### config.mk
export PLATFORM = sky130hd
export DESIGN_NAME = scope_trigger_capture
export DESIGN_NICKNAME = d
export VERILOG_FILES = /design/src/hdl/stc_pkg.sv /design/src/hdl/stc_ram.sv /design/src/hdl/stc_fifo.sv /design/src/hdl/stc_front.sv /design/src/hdl/stc_back.sv /design/src/hdl/scope_trigger_capture.sv
export SDC_FILE = /design/constraint.sdc
export NUM_CORES = 2
export LEC_CHECK = 0
export BUFFER_PORTS_ARGS = -buffer_cell sky130_fd_sc_hd__buf_2
export CORE_MARGIN = 2
export CORE_UTILIZATION = 30
export CTS_BUF_LIST = sky130_fd_sc_hd__clkbuf_8 sky130_fd_sc_hd__clkbuf_16
export DETAILED_ROUTE_END_ITERATION = 10
export HOLD_SLACK_MARGIN = 0.05
export PLACE_DENSITY = 0.53
export SYNTH_ARGS = -nofsm -noshare
export SYNTH_HDL_FRONTEND = slang
export SYNTH_SLANG_ARGS = --single-unit
### constraint.sdc
create_clock -name aclk -period 9.3 [get_ports aclk]
set_clock_uncertainty 0.1 [all_clocks]
set_input_delay 0.465 -clock aclk [delete_from_list [all_inputs] [get_ports aclk]]
set_output_delay 0.465 -clock aclk [all_outputs]
set_load 0.1 [all_outputs]
### src/hdl/stc_pkg.sv
package stc_pkg;

    localparam int STORE_DEPTH_DEF = 128;
    localparam int SAMPLE_BITS_DEF = 16;

    // Fixed field widths of the stream payload and of the configuration registers.
    localparam int CMD_BITS        = 2;
    localparam int READ_INDEX_BITS = 7;
    localparam int FILL_BITS       = 8;
    localparam int INTERVAL_BITS   = 8;
    localparam int GAIN_BITS       = 16;

    // Configuration port.
    localparam int CFG_ADDR_W = 1;
    localparam int CFG_DATA_W = 16;
    localparam logic [CFG_ADDR_W-1:0] REG_SAMPLE_INTERVAL = 1'd0;
    localparam logic [CFG_ADDR_W-1:0] REG_GAIN            = 1'd1;

    localparam logic [INTERVAL_BITS-1:0] INTERVAL_RESET = 8'd1;
    localparam logic [GAIN_BITS-1:0]     GAIN_RESET     = 16'd4096;

    // Gain is unsigned Q4.12; results are rounded half up.
    localparam int GAIN_FRAC  = 12;
    localparam int ROUND_HALF = 1 << (GAIN_FRAC - 1);

    localparam int QUEUE_DEPTH = 2;
    localparam int OUT_DEPTH   = 4;

    typedef enum logic [CMD_BITS-1:0] {
        CMD_PUSH  = 2'd0,
        CMD_READ  = 2'd1,
        CMD_REARM = 2'd2
    } cmd_t;

    typedef enum logic [1:0] {
        PH_SEARCH  = 2'd0,
        PH_CAPTURE = 2'd1,
        PH_IGNORE  = 2'd2
    } phase_t;

    typedef enum logic [1:0] {
        OP_NONE  = 2'd0,
        OP_WRITE = 2'd1,
        OP_READ  = 2'd2
    } op_kind_t;

    typedef struct packed {
        op_kind_t             kind;
        logic                 entry_valid;
        logic                 full_event;
        logic [FILL_BITS-1:0] fill_count;
    } op_ctrl_t;

endpackage

### src/hdl/stc_ram.sv
module stc_ram #(
    parameter int WIDTH = 16,
    parameter int DEPTH = 128
) (
    input  logic                     clk,
    input  logic                     wr_en,
    input  logic [$clog2(DEPTH)-1:0] wr_addr,
    input  logic [WIDTH-1:0]         wr_data,
    input  logic [$clog2(DEPTH)-1:0] rd_addr,
    output logic [WIDTH-1:0]         rd_data
);

    logic [WIDTH-1:0] mem_reg [DEPTH];

    always_ff @(posedge clk) begin
        if (wr_en) begin
            mem_reg[wr_addr] <= wr_data;
        end
        rd_data <= mem_reg[rd_addr];
    end

endmodule

### src/hdl/stc_fifo.sv
module stc_fifo
    import stc_pkg::*;
#(
    parameter int WIDTH = 8,
    parameter int DEPTH = QUEUE_DEPTH
) (
    input  logic             aclk,
    input  logic             aresetn,
    input  logic             push,
    input  logic [WIDTH-1:0] din,
    input  logic             pop,
    output logic [WIDTH-1:0] dout,
    output logic             not_empty,
    output logic             full
);

    localparam int PTR_W = (DEPTH > 1) ? $clog2(DEPTH) : 1;
    localparam int CNT_W = $clog2(DEPTH + 1);

    logic [WIDTH-1:0] mem_reg [DEPTH];
    logic [PTR_W-1:0] wr_ptr_reg, wr_ptr_next;
    logic [PTR_W-1:0] rd_ptr_reg, rd_ptr_next;
    logic [CNT_W-1:0] count_reg, count_next;
    logic             do_push;
    logic             do_pop;

    assign not_empty = (count_reg != '0);
    assign full      = (count_reg == CNT_W'(DEPTH));
    assign dout      = mem_reg[rd_ptr_reg];
    assign do_push   = push && !full;
    assign do_pop    = pop && not_empty;

    always_comb begin
        wr_ptr_next = wr_ptr_reg;
        rd_ptr_next = rd_ptr_reg;
        count_next  = count_reg;
        if (do_push) begin
            wr_ptr_next = (wr_ptr_reg == PTR_W'(DEPTH - 1)) ? '0 : wr_ptr_reg + 1'b1;
        end
        if (do_pop) begin
            rd_ptr_next = (rd_ptr_reg == PTR_W'(DEPTH - 1)) ? '0 : rd_ptr_reg + 1'b1;
        end
        if (do_push && !do_pop) begin
            count_next = count_reg + 1'b1;
        end else if (do_pop && !do_push) begin
            count_next = count_reg - 1'b1;
        end
    end

    always_ff @(posedge aclk) begin
        if (!aresetn) begin
            wr_ptr_reg <= '0;
            rd_ptr_reg <= '0;
            count_reg  <= '0;
        end else begin
            wr_ptr_reg <= wr_ptr_next;
            rd_ptr_reg <= rd_ptr_next;
            count_reg  <= count_next;
        end
    end

    always_ff @(posedge aclk) begin
        if (do_push) begin
            mem_reg[wr_ptr_reg] <= din;
        end
    end

endmodule

### src/hdl/stc_front.sv
module stc_front
    import stc_pkg::*;
#(
    parameter int STORE_DEPTH = STORE_DEPTH_DEF,
    parameter int SAMPLE_BITS = SAMPLE_BITS_DEF
) (
    input  logic                             aclk,
    input  logic                             aresetn,
    input  logic                             in_valid,
    input  logic [CMD_BITS-1:0]              cmd,
    input  logic signed [SAMPLE_BITS-1:0]    sample,
    input  logic                             eob,
    input  logic [READ_INDEX_BITS-1:0]       read_index,
    input  logic [INTERVAL_BITS-1:0]         sample_interval,
    output op_ctrl_t                         op_ctrl,
    output logic signed [SAMPLE_BITS-1:0]    op_sample,
    output logic [$clog2(STORE_DEPTH)-1:0]   op_addr
);

    localparam int AW  = $clog2(STORE_DEPTH);
    localparam int WPW = $clog2(STORE_DEPTH + 1);

    phase_t                        phase_reg, phase_next;
    logic signed [SAMPLE_BITS-1:0] prev_reg, prev_next;
    logic [INTERVAL_BITS-1:0]      stride_reg, stride_next;
    logic [WPW-1:0]                wp_reg, wp_next;
    // Entries below the high-water mark have been written since reset.
    logic [WPW-1:0]                hw_reg, hw_next;

    logic [INTERVAL_BITS-1:0] stride_eff;
    logic [INTERVAL_BITS-1:0] stride_inc;
    logic                     prev_pos, prev_neg, cur_pos, cur_neg;
    logic                     trig;
    logic                     attempt;

    assign stride_eff = (sample_interval == '0) ? INTERVAL_BITS'(1) : sample_interval;
    assign stride_inc = stride_reg + 1'b1;
    assign prev_neg   = prev_reg[SAMPLE_BITS-1];
    assign prev_pos   = !prev_reg[SAMPLE_BITS-1] && (prev_reg != '0);
    assign cur_neg    = sample[SAMPLE_BITS-1];
    assign cur_pos    = !sample[SAMPLE_BITS-1] && (sample != '0);
    assign trig       = (prev_pos && cur_neg) || (prev_neg && cur_pos);
    assign op_sample  = sample;

    always_comb begin
        phase_next          = phase_reg;
        prev_next           = prev_reg;
        stride_next         = stride_reg;
        wp_next             = wp_reg;
        hw_next             = hw_reg;
        attempt             = 1'b0;
        op_addr             = '0;
        op_ctrl.kind        = OP_NONE;
        op_ctrl.entry_valid = 1'b0;
        op_ctrl.full_event  = 1'b0;
        if (in_valid) begin
            case (cmd_t'(cmd))
                CMD_PUSH: begin
                    case (phase_reg)
                        PH_SEARCH: begin
                            if (trig) begin
                                phase_next = PH_CAPTURE;
                                attempt    = 1'b1;
                            end
                            prev_next = sample;
                        end
                        PH_CAPTURE: begin
                            stride_next = stride_inc;
                            if (stride_inc >= stride_eff) begin
                                attempt = 1'b1;
                            end
                        end
                        default: begin
                        end
                    endcase
                    if (attempt) begin
                        if (wp_reg >= WPW'(STORE_DEPTH)) begin
                            phase_next         = PH_IGNORE;
                            op_ctrl.full_event = 1'b1;
                        end else begin
                            op_ctrl.kind = OP_WRITE;
                            op_addr      = AW'(wp_reg);
                            wp_next      = wp_reg + 1'b1;
                            stride_next  = '0;
                            if (wp_next > hw_reg) begin
                                hw_next = wp_next;
                            end
                        end
                    end
                    if (eob) begin
                        phase_next  = PH_SEARCH;
                        prev_next   = '0;
                        stride_next = '0;
                    end
                end
                CMD_READ: begin
                    op_ctrl.kind        = OP_READ;
                    op_addr             = AW'(read_index);
                    op_ctrl.entry_valid = (32'(read_index) < 32'(hw_reg));
                end
                CMD_REARM: begin
                    wp_next = '0;
                end
                default: begin
                end
            endcase
        end
        op_ctrl.fill_count = FILL_BITS'(wp_next);
    end

    always_ff @(posedge aclk) begin
        if (!aresetn) begin
            phase_reg  <= PH_SEARCH;
            prev_reg   <= '0;
            stride_reg <= '0;
            wp_reg     <= '0;
            hw_reg     <= '0;
        end else begin
            phase_reg  <= phase_next;
            prev_reg   <= prev_next;
            stride_reg <= stride_next;
            wp_reg     <= wp_next;
            hw_reg     <= hw_next;
        end
    end

endmodule

### src/hdl/stc_back.sv
module stc_back
    import stc_pkg::*;
#(
    parameter int STORE_DEPTH = STORE_DEPTH_DEF,
    parameter int SAMPLE_BITS = SAMPLE_BITS_DEF
) (
    input  logic                           aclk,
    input  logic                           aresetn,
    input  logic                           q_valid,
    input  op_ctrl_t                       q_ctrl,
    input  logic signed [SAMPLE_BITS-1:0]  q_sample,
    input  logic [$clog2(STORE_DEPTH)-1:0] q_addr,
    input  logic [GAIN_BITS-1:0]           gain,
    input  logic                           out_pop,
    output logic                           q_pop,
    output logic                           res_valid,
    output logic [SAMPLE_BITS-1:0]         res_read_data,
    output logic                           res_full_event,
    output logic [FILL_BITS-1:0]           res_fill_count
);

    localparam int AW    = $clog2(STORE_DEPTH);
    localparam int PW    = SAMPLE_BITS + GAIN_BITS + 1;
    localparam int OCW   = $clog2(OUT_DEPTH + 1);
    localparam logic signed [PW-1:0] SAT_HI = PW'((1 << (SAMPLE_BITS - 1)) - 1);
    localparam logic signed [PW-1:0] SAT_LO = -SAT_HI - PW'(1);

    // Items issued to the pipeline and not yet taken from the output queue.
    logic [OCW-1:0] outstanding_reg, outstanding_next;

    logic                   s1_valid_reg;
    op_ctrl_t               s1_ctrl_reg;
    logic [AW-1:0]          s1_addr_reg;
    logic signed [PW-1:0]   s1_prod_reg;
    logic                   s2_valid_reg;
    op_ctrl_t               s2_ctrl_reg;

    logic signed [PW-1:0]    rounded;
    logic signed [PW-1:0]    shifted;
    logic [SAMPLE_BITS-1:0]  sat_val;
    logic [SAMPLE_BITS-1:0]  ram_q;
    logic                    ram_we;

    assign q_pop = q_valid && (outstanding_reg < OCW'(OUT_DEPTH));

    always_comb begin
        outstanding_next = outstanding_reg;
        if (q_pop && !out_pop) begin
            outstanding_next = outstanding_reg + 1'b1;
        end else if (out_pop && !q_pop) begin
            outstanding_next = outstanding_reg - 1'b1;
        end
    end

    // Round half up, then an arithmetic shift floors toward minus infinity.
    assign rounded = s1_prod_reg + PW'(ROUND_HALF);
    assign shifted = rounded >>> GAIN_FRAC;

    always_comb begin
        if (shifted > SAT_HI) begin
            sat_val = SAT_HI[SAMPLE_BITS-1:0];
        end else if (shifted < SAT_LO) begin
            sat_val = SAT_LO[SAMPLE_BITS-1:0];
        end else begin
            sat_val = shifted[SAMPLE_BITS-1:0];
        end
    end

    assign ram_we = s1_valid_reg && (s1_ctrl_reg.kind == OP_WRITE);

    stc_ram #(
        .WIDTH (SAMPLE_BITS),
        .DEPTH (STORE_DEPTH)
    ) u_ram (
        .clk     (aclk),
        .wr_en   (ram_we),
        .wr_addr (s1_addr_reg),
        .wr_data (sat_val),
        .rd_addr (s1_addr_reg),
        .rd_data (ram_q)
    );

    always_ff @(posedge aclk) begin
        if (!aresetn) begin
            outstanding_reg <= '0;
            s1_valid_reg    <= 1'b0;
            s2_valid_reg    <= 1'b0;
        end else begin
            outstanding_reg <= outstanding_next;
            s1_valid_reg    <= q_pop;
            s2_valid_reg    <= s1_valid_reg;
        end
    end

    always_ff @(posedge aclk) begin
        s1_ctrl_reg <= q_ctrl;
        s1_addr_reg <= q_addr;
        s1_prod_reg <= q_sample * $signed({1'b0, gain});
        s2_ctrl_reg <= s1_ctrl_reg;
    end

    assign res_valid      = s2_valid_reg;
    assign res_read_data  = ((s2_ctrl_reg.kind == OP_READ) && s2_ctrl_reg.entry_valid)
                            ? ram_q : '0;
    assign res_full_event = s2_ctrl_reg.full_event;
    assign res_fill_count = s2_ctrl_reg.fill_count;

endmodule

### src/hdl/scope_trigger_capture.sv
// An item passes the input queue, back-end stages s1 and s2, and the output queue.
// Throughput: one item per cycle unless m_tready stalls; the front state update, one
// 16x17 multiply stage and one capture RAM port each handle a single item per cycle.
// Reset (aresetn, synchronous, active low) clears the trigger state, the write
// position and the written-entry mark, so the whole store reads as zero.
module scope_trigger_capture
    import stc_pkg::*;
#(
    parameter int STORE_DEPTH = STORE_DEPTH_DEF,
    parameter int SAMPLE_BITS = SAMPLE_BITS_DEF,
    localparam int IN_W  = ((CMD_BITS + SAMPLE_BITS + READ_INDEX_BITS + 7) / 8) * 8,
    localparam int OUT_W = ((SAMPLE_BITS + 1 + FILL_BITS + 7) / 8) * 8
) (
    input  logic                  aclk,
    input  logic                  aresetn,
    input  logic                  cfg_wr_en,
    input  logic [CFG_ADDR_W-1:0] cfg_addr,
    input  logic [CFG_DATA_W-1:0] cfg_wdata,
    input  logic                  s_tvalid,
    output logic                  s_tready,
    // command, sample, read_index from bit 0 up, zero padded
    input  logic [IN_W-1:0]       s_tdata,
    // end_of_block
    input  logic                  s_tlast,
    output logic                  m_tvalid,
    input  logic                  m_tready,
    // read_data, full_event, fill_count from bit 0 up, zero padded
    output logic [OUT_W-1:0]      m_tdata
);

    localparam int AW     = $clog2(STORE_DEPTH);
    localparam int CTRL_W = $bits(op_ctrl_t);
    localparam int Q_W    = CTRL_W + AW + SAMPLE_BITS;
    localparam int R_W    = SAMPLE_BITS + 1 + FILL_BITS;

    logic [INTERVAL_BITS-1:0] interval_reg;
    logic [GAIN_BITS-1:0]     gain_reg;

    logic                          s_accept;
    op_ctrl_t                      f_ctrl;
    logic signed [SAMPLE_BITS-1:0] f_sample;
    logic [AW-1:0]                 f_addr;

    logic [Q_W-1:0]                q_dout;
    logic                          q_not_empty;
    logic                          q_full;
    logic                          q_pop;
    op_ctrl_t                      q_ctrl;
    logic signed [SAMPLE_BITS-1:0] q_sample;
    logic [AW-1:0]                 q_addr;

    logic                   res_valid;
    logic [SAMPLE_BITS-1:0] res_read_data;
    logic                   res_full_event;
    logic [FILL_BITS-1:0]   res_fill_count;
    logic [R_W-1:0]         o_dout;
    logic                   o_full;
    logic                   o_pop;

    always_ff @(posedge aclk) begin
        if (!aresetn) begin
            interval_reg <= INTERVAL_RESET;
            gain_reg     <= GAIN_RESET;
        end else if (cfg_wr_en) begin
            case (cfg_addr)
                REG_SAMPLE_INTERVAL: interval_reg <= cfg_wdata[INTERVAL_BITS-1:0];
                REG_GAIN:            gain_reg     <= cfg_wdata[GAIN_BITS-1:0];
                default: begin
                end
            endcase
        end
    end

    assign s_tready = !q_full;
    assign s_accept = s_tvalid && s_tready;

    stc_front #(
        .STORE_DEPTH (STORE_DEPTH),
        .SAMPLE_BITS (SAMPLE_BITS)
    ) u_front (
        .aclk            (aclk),
        .aresetn         (aresetn),
        .in_valid        (s_accept),
        .cmd             (s_tdata[CMD_BITS-1:0]),
        .sample          (s_tdata[CMD_BITS+SAMPLE_BITS-1:CMD_BITS]),
        .eob             (s_tlast),
        .read_index      (s_tdata[CMD_BITS+SAMPLE_BITS+READ_INDEX_BITS-1:
                                  CMD_BITS+SAMPLE_BITS]),
        .sample_interval (interval_reg),
        .op_ctrl         (f_ctrl),
        .op_sample       (f_sample),
        .op_addr         (f_addr)
    );

    stc_fifo #(
        .WIDTH (Q_W),
        .DEPTH (QUEUE_DEPTH)
    ) u_queue (
        .aclk      (aclk),
        .aresetn   (aresetn),
        .push      (s_accept),
        .din       ({f_ctrl, f_addr, f_sample}),
        .pop       (q_pop),
        .dout      (q_dout),
        .not_empty (q_not_empty),
        .full      (q_full)
    );

    assign q_sample = q_dout[SAMPLE_BITS-1:0];
    assign q_addr   = q_dout[SAMPLE_BITS+AW-1:SAMPLE_BITS];
    assign q_ctrl   = op_ctrl_t'(q_dout[Q_W-1:SAMPLE_BITS+AW]);

    stc_back #(
        .STORE_DEPTH (STORE_DEPTH),
        .SAMPLE_BITS (SAMPLE_BITS)
    ) u_back (
        .aclk           (aclk),
        .aresetn        (aresetn),
        .q_valid        (q_not_empty),
        .q_ctrl         (q_ctrl),
        .q_sample       (q_sample),
        .q_addr         (q_addr),
        .gain           (gain_reg),
        .out_pop        (o_pop),
        .q_pop          (q_pop),
        .res_valid      (res_valid),
        .res_read_data  (res_read_data),
        .res_full_event (res_full_event),
        .res_fill_count (res_fill_count)
    );

    // The back end issues only against free output slots, so this never overflows.
    stc_fifo #(
        .WIDTH (R_W),
        .DEPTH (OUT_DEPTH)
    ) u_out_queue (
        .aclk      (aclk),
        .aresetn   (aresetn),
        .push      (res_valid),
        .din       ({res_fill_count, res_full_event, res_read_data}),
        .pop       (o_pop),
        .dout      (o_dout),
        .not_empty (m_tvalid),
        .full      (o_full)
    );

    assign o_pop   = m_tvalid && m_tready && !(o_full && 1'b0);
    assign m_tdata = OUT_W'(o_dout);

endmodule

==> flow_metrics.py <==
metrics = {
    "clocking": {
        "cts_max_path_buffers": 3,
        "cts_root_buffer": "clkbuf_16",
        "numCtsBuffers": 228,
        "clock_latency_ps": 860,
        "cts_tree": "done",
        "cts.sinks": 2372,
        "path_clk_slew_ps": 60,
        "htreeDepth": 4,
        "cts_setup_buffers": 0,
        "cts_resized": 0,
    },
    "layout": {
        "nets": 6494,
        "mostFrequentLayoutCell": "edfxtp_1",
        "final_cell_mix": "2,218 x edfxtp_1, 750 x a22oi_1, 338 x inv_1",
        "stdcell_area_um2": 110000,
        "largest_reg_flops": 2048,
        "drive_gt1_frac": 0.128,
        "fin_util": 0.346,
        "area_delta_synth_final_pct": 14.8,
    },
    "timing": {
        "finalSetupTns_ps": 0,
        "finalCriticalPeriod_ps": 7050,
        "finalSetupViolations": 0,
        "fmax_mhz": 142,
        "layout_setup_ws_ps": 2250,
        "min_period_over_period": 0.758,
        "hold_ws_ps": 224,
        "tightest_slew_ps": 1510,
        "slew_violations": 2,
        "relSlewSlack": -0.0120,
        "final_hold_viol_count": 0,
        "rsz0062_at_grt": "no",
    },
    "setup_path": {
        "cp_slowest_stage_delay_ps": 630,
        "crit_path_end_kind": "register",
        "worst-path-max-fanout": 17,
        "required_ps": 9960,
        "criticalPathCategory": "register to register",
        "slowest_stage": "dfxtp_2",
        "cp_data_arrival_time_ps": 7710,
        "cp_top_family": "adder cells",
        "crit_buf_inv": 4,
        "cp_cell_sequence": "mux2_2 > and2_1 > fa_1 > inv_1 > fa_1 > inv_1 > fa_1 > fa_1 > fa_1 > inv_1 > fa_1 > inv_1 > ha_1 > a21oi_1 > o211ai_1 > a21boi_0 > nand3_1 > a31oi_1 > o2111ai_1 > a21oi_1 > xnor2_1",
        "start_kind": "register",
        "path_common_cell": "fa_1",
    },
    "outcome": {
        "status": "complete, but fails checks",
        "violations": "max-capacitance violations, max-slew violations",
    },
    "synthesis": {
        "synth_edf_count": 2218,
        "synthArstFlopShare": 0,
        "synth.distinct_cells": 76,
        "synth_area_um2": 95500,
        "synth_cells": 5847,
        "synth_top_area_share": 0.697,
        "ys_warn_count": 0,
        "synth_area_per_cell_um2": 16.3,
        "synth_top_flop_cell": "edfxtp_1",
        "yosys.area.top_type": "edfxtp_1",
        "synth_area_leaders": "edfxtp_1 70%, a22oi_1 5.9%, fa_1 4.1%",
        "yosysSeqAreaShare": 0.730,
        "ys_ff_latch": 2372,
    },
    "pwr": {
        "vdd_drop_max_uv": 316,
        "leakagePower_uw": 0.0354,
        "powerDensity_nw_per_um2": 306,
    },
    "global_route": {
        "antenna_found_initial": 18,
        "grt_max_degree": 101,
        "grt_pass1_vias": 54819,
        "grt_pass1_wl_um": 401000,
        "gr-usage-all-layers": 0.169,
        "grt-ovfl-total": 0,
    },
    "detailed_routing": {
        "avgRoutedWirePerCell_um": 26.8,
        "viasPerCell": 5.29,
        "first_pass_iters": 5,
        "drc": 0,
        "wl_um": 280000,
        "postRouteAntennaNets": 0,
        "via_count": 55383,
        "drt_iter0_markers": 6210,
    },
    "floorplan": {
        "core-area_um2": 317000,
        "num_rows": 207,
        "start_util": 0.301,
        "die_x_um": 568,
        "dieArea_um2": 323000,
        "ios": 89,
        "die_y_um": 568,
    },
    "placed_design": {
        "gp_congestion": 0.815,
        "detailed_place_hpwl_um": 163000,
        "numPortBuffers": 74,
        "place_area_um2": 102000,
        "dp_slack_ps": 2190,
    },
    "worst_hold_path": {
        "hold_class": "register to register",
    },
    "flow_run": {
        "cap_violations": 1,
    },
}
[stage by stage]
step	std cells	power, µW
3_3_place_gp	9982	24600
4_1_cts	10463	33800
5_1_grt	10463	35000
6_report	10473	33600
2_1_floorplan	5853	20800
3_5_place_dp	9982	24700
[worst reg2reg max path: cells and delay by family, from the launching register on]
family	cells	cell delay, ps
simple gates	2	460
fa+ha+maj	7	3320
flops	1	630
xor+xnor	1	140
compound gates	6	1540
mux	1	570
buf+inv	4	210
[Yosys cell counts (all sizes together), types with 4 or more instances]
cell,count
a211oi,9
a21o,12
a21oi,81
a221o,4
a221oi,133
a22o,145
a22oi,750
a311oi,5
a31oi,110
a32o,4
a41oi,53
and2,91
and3,11
buf,221
clkbuf,136
dfxtp,154
edfxtp,2218
fa,195
ha,154
inv,279
mux2,38
mux2i,18
mux4,39
nand2,244
nand2b,14
nand3,53
nand4,103
nand4b,5
nor2,223
nor2b,74
nor3,32
nor4,31
o2111ai,10
o211ai,14
o21ai,46
o22ai,7
or2,11
or3,8
or4,15
xnor2,26
xor2,31
[cells by family after synthesis]
| group | Yosys count | synth area share |
|---|---|---|
| AOI/OAI and AO/OA | 1413 | 0.112 |
| xor gates and xnor gates | 57 | 0.00523 |
| adders and majority gates | 349 | 0.0611 |
| buffers and inverters | 636 | 0.0284 |
| DFF | 2372 | 0.730 |
| muxes | 95 | 0.0156 |
| other | 1 | 0.0000393 |
| and+or+nand+nor | 924 | 0.0480 |
[report_power, final]
part | switching [µW] | internal (µW) | leakage, µW | total, µW
Sequential | 225 | 14000 | 0.0211 | 14200
Combinational | 7680 | 2660 | 0.0105 | 10300
Clock | 4040 | 5020 | 0.00381 | 9060
Total | 11900 | 21600 | 0.0354 | 33600
[timing repair]
action	CTS	global route
setup endpoints to repair	0	0
hold buffers	58	0
hold endpoints to repair	106	0
[cell type report]
| cell class | count | area, µm² |
|---|---|---|
| fill | 30013 | 208000 |
| sequential | 2372 | 69700 |
| multi-input combinational | 2845 | 23500 |
| clock buffer | 237 | 5860 |
| tap | 4180 | 5230 |
| timing repair buffer | 364 | 2860 |
| clock inverter | 186 | 1460 |
| inverter | 279 | 1050 |
| antenna | 10 | 25.0 |
[routing by layer]
layer,up-vias,wire (µm),GRT usage
met5,-,0,0
li1,23614,-,-
met3,378,21700,0.0292
met2,2314,130000,0.269
met4,0,6290,0.0404
met1,29077,123000,0.240
[final timing paths]
path / endpoint / slack, ps / depth (start not counted) / startpoint
min: u_back.res_fill_count[2]$_DFF_P_ / 220 / 0 / u_back.s1_ctrl_reg[2]$_DFF_P_
max reg2reg: u_back.s1_prod_reg[24]$_DFF_P_ / 2250 / 21 / register
min reg2reg: u_back.res_fill_count[2]$_DFF_P_ / 220 / 0 / u_back.s1_ctrl_reg[2]$_DFF_P_
max: u_back.s1_prod_reg[24]$_DFF_P_ / 2250 / 21 / register
No activity file was read; power rests on OpenSTA's default activity.
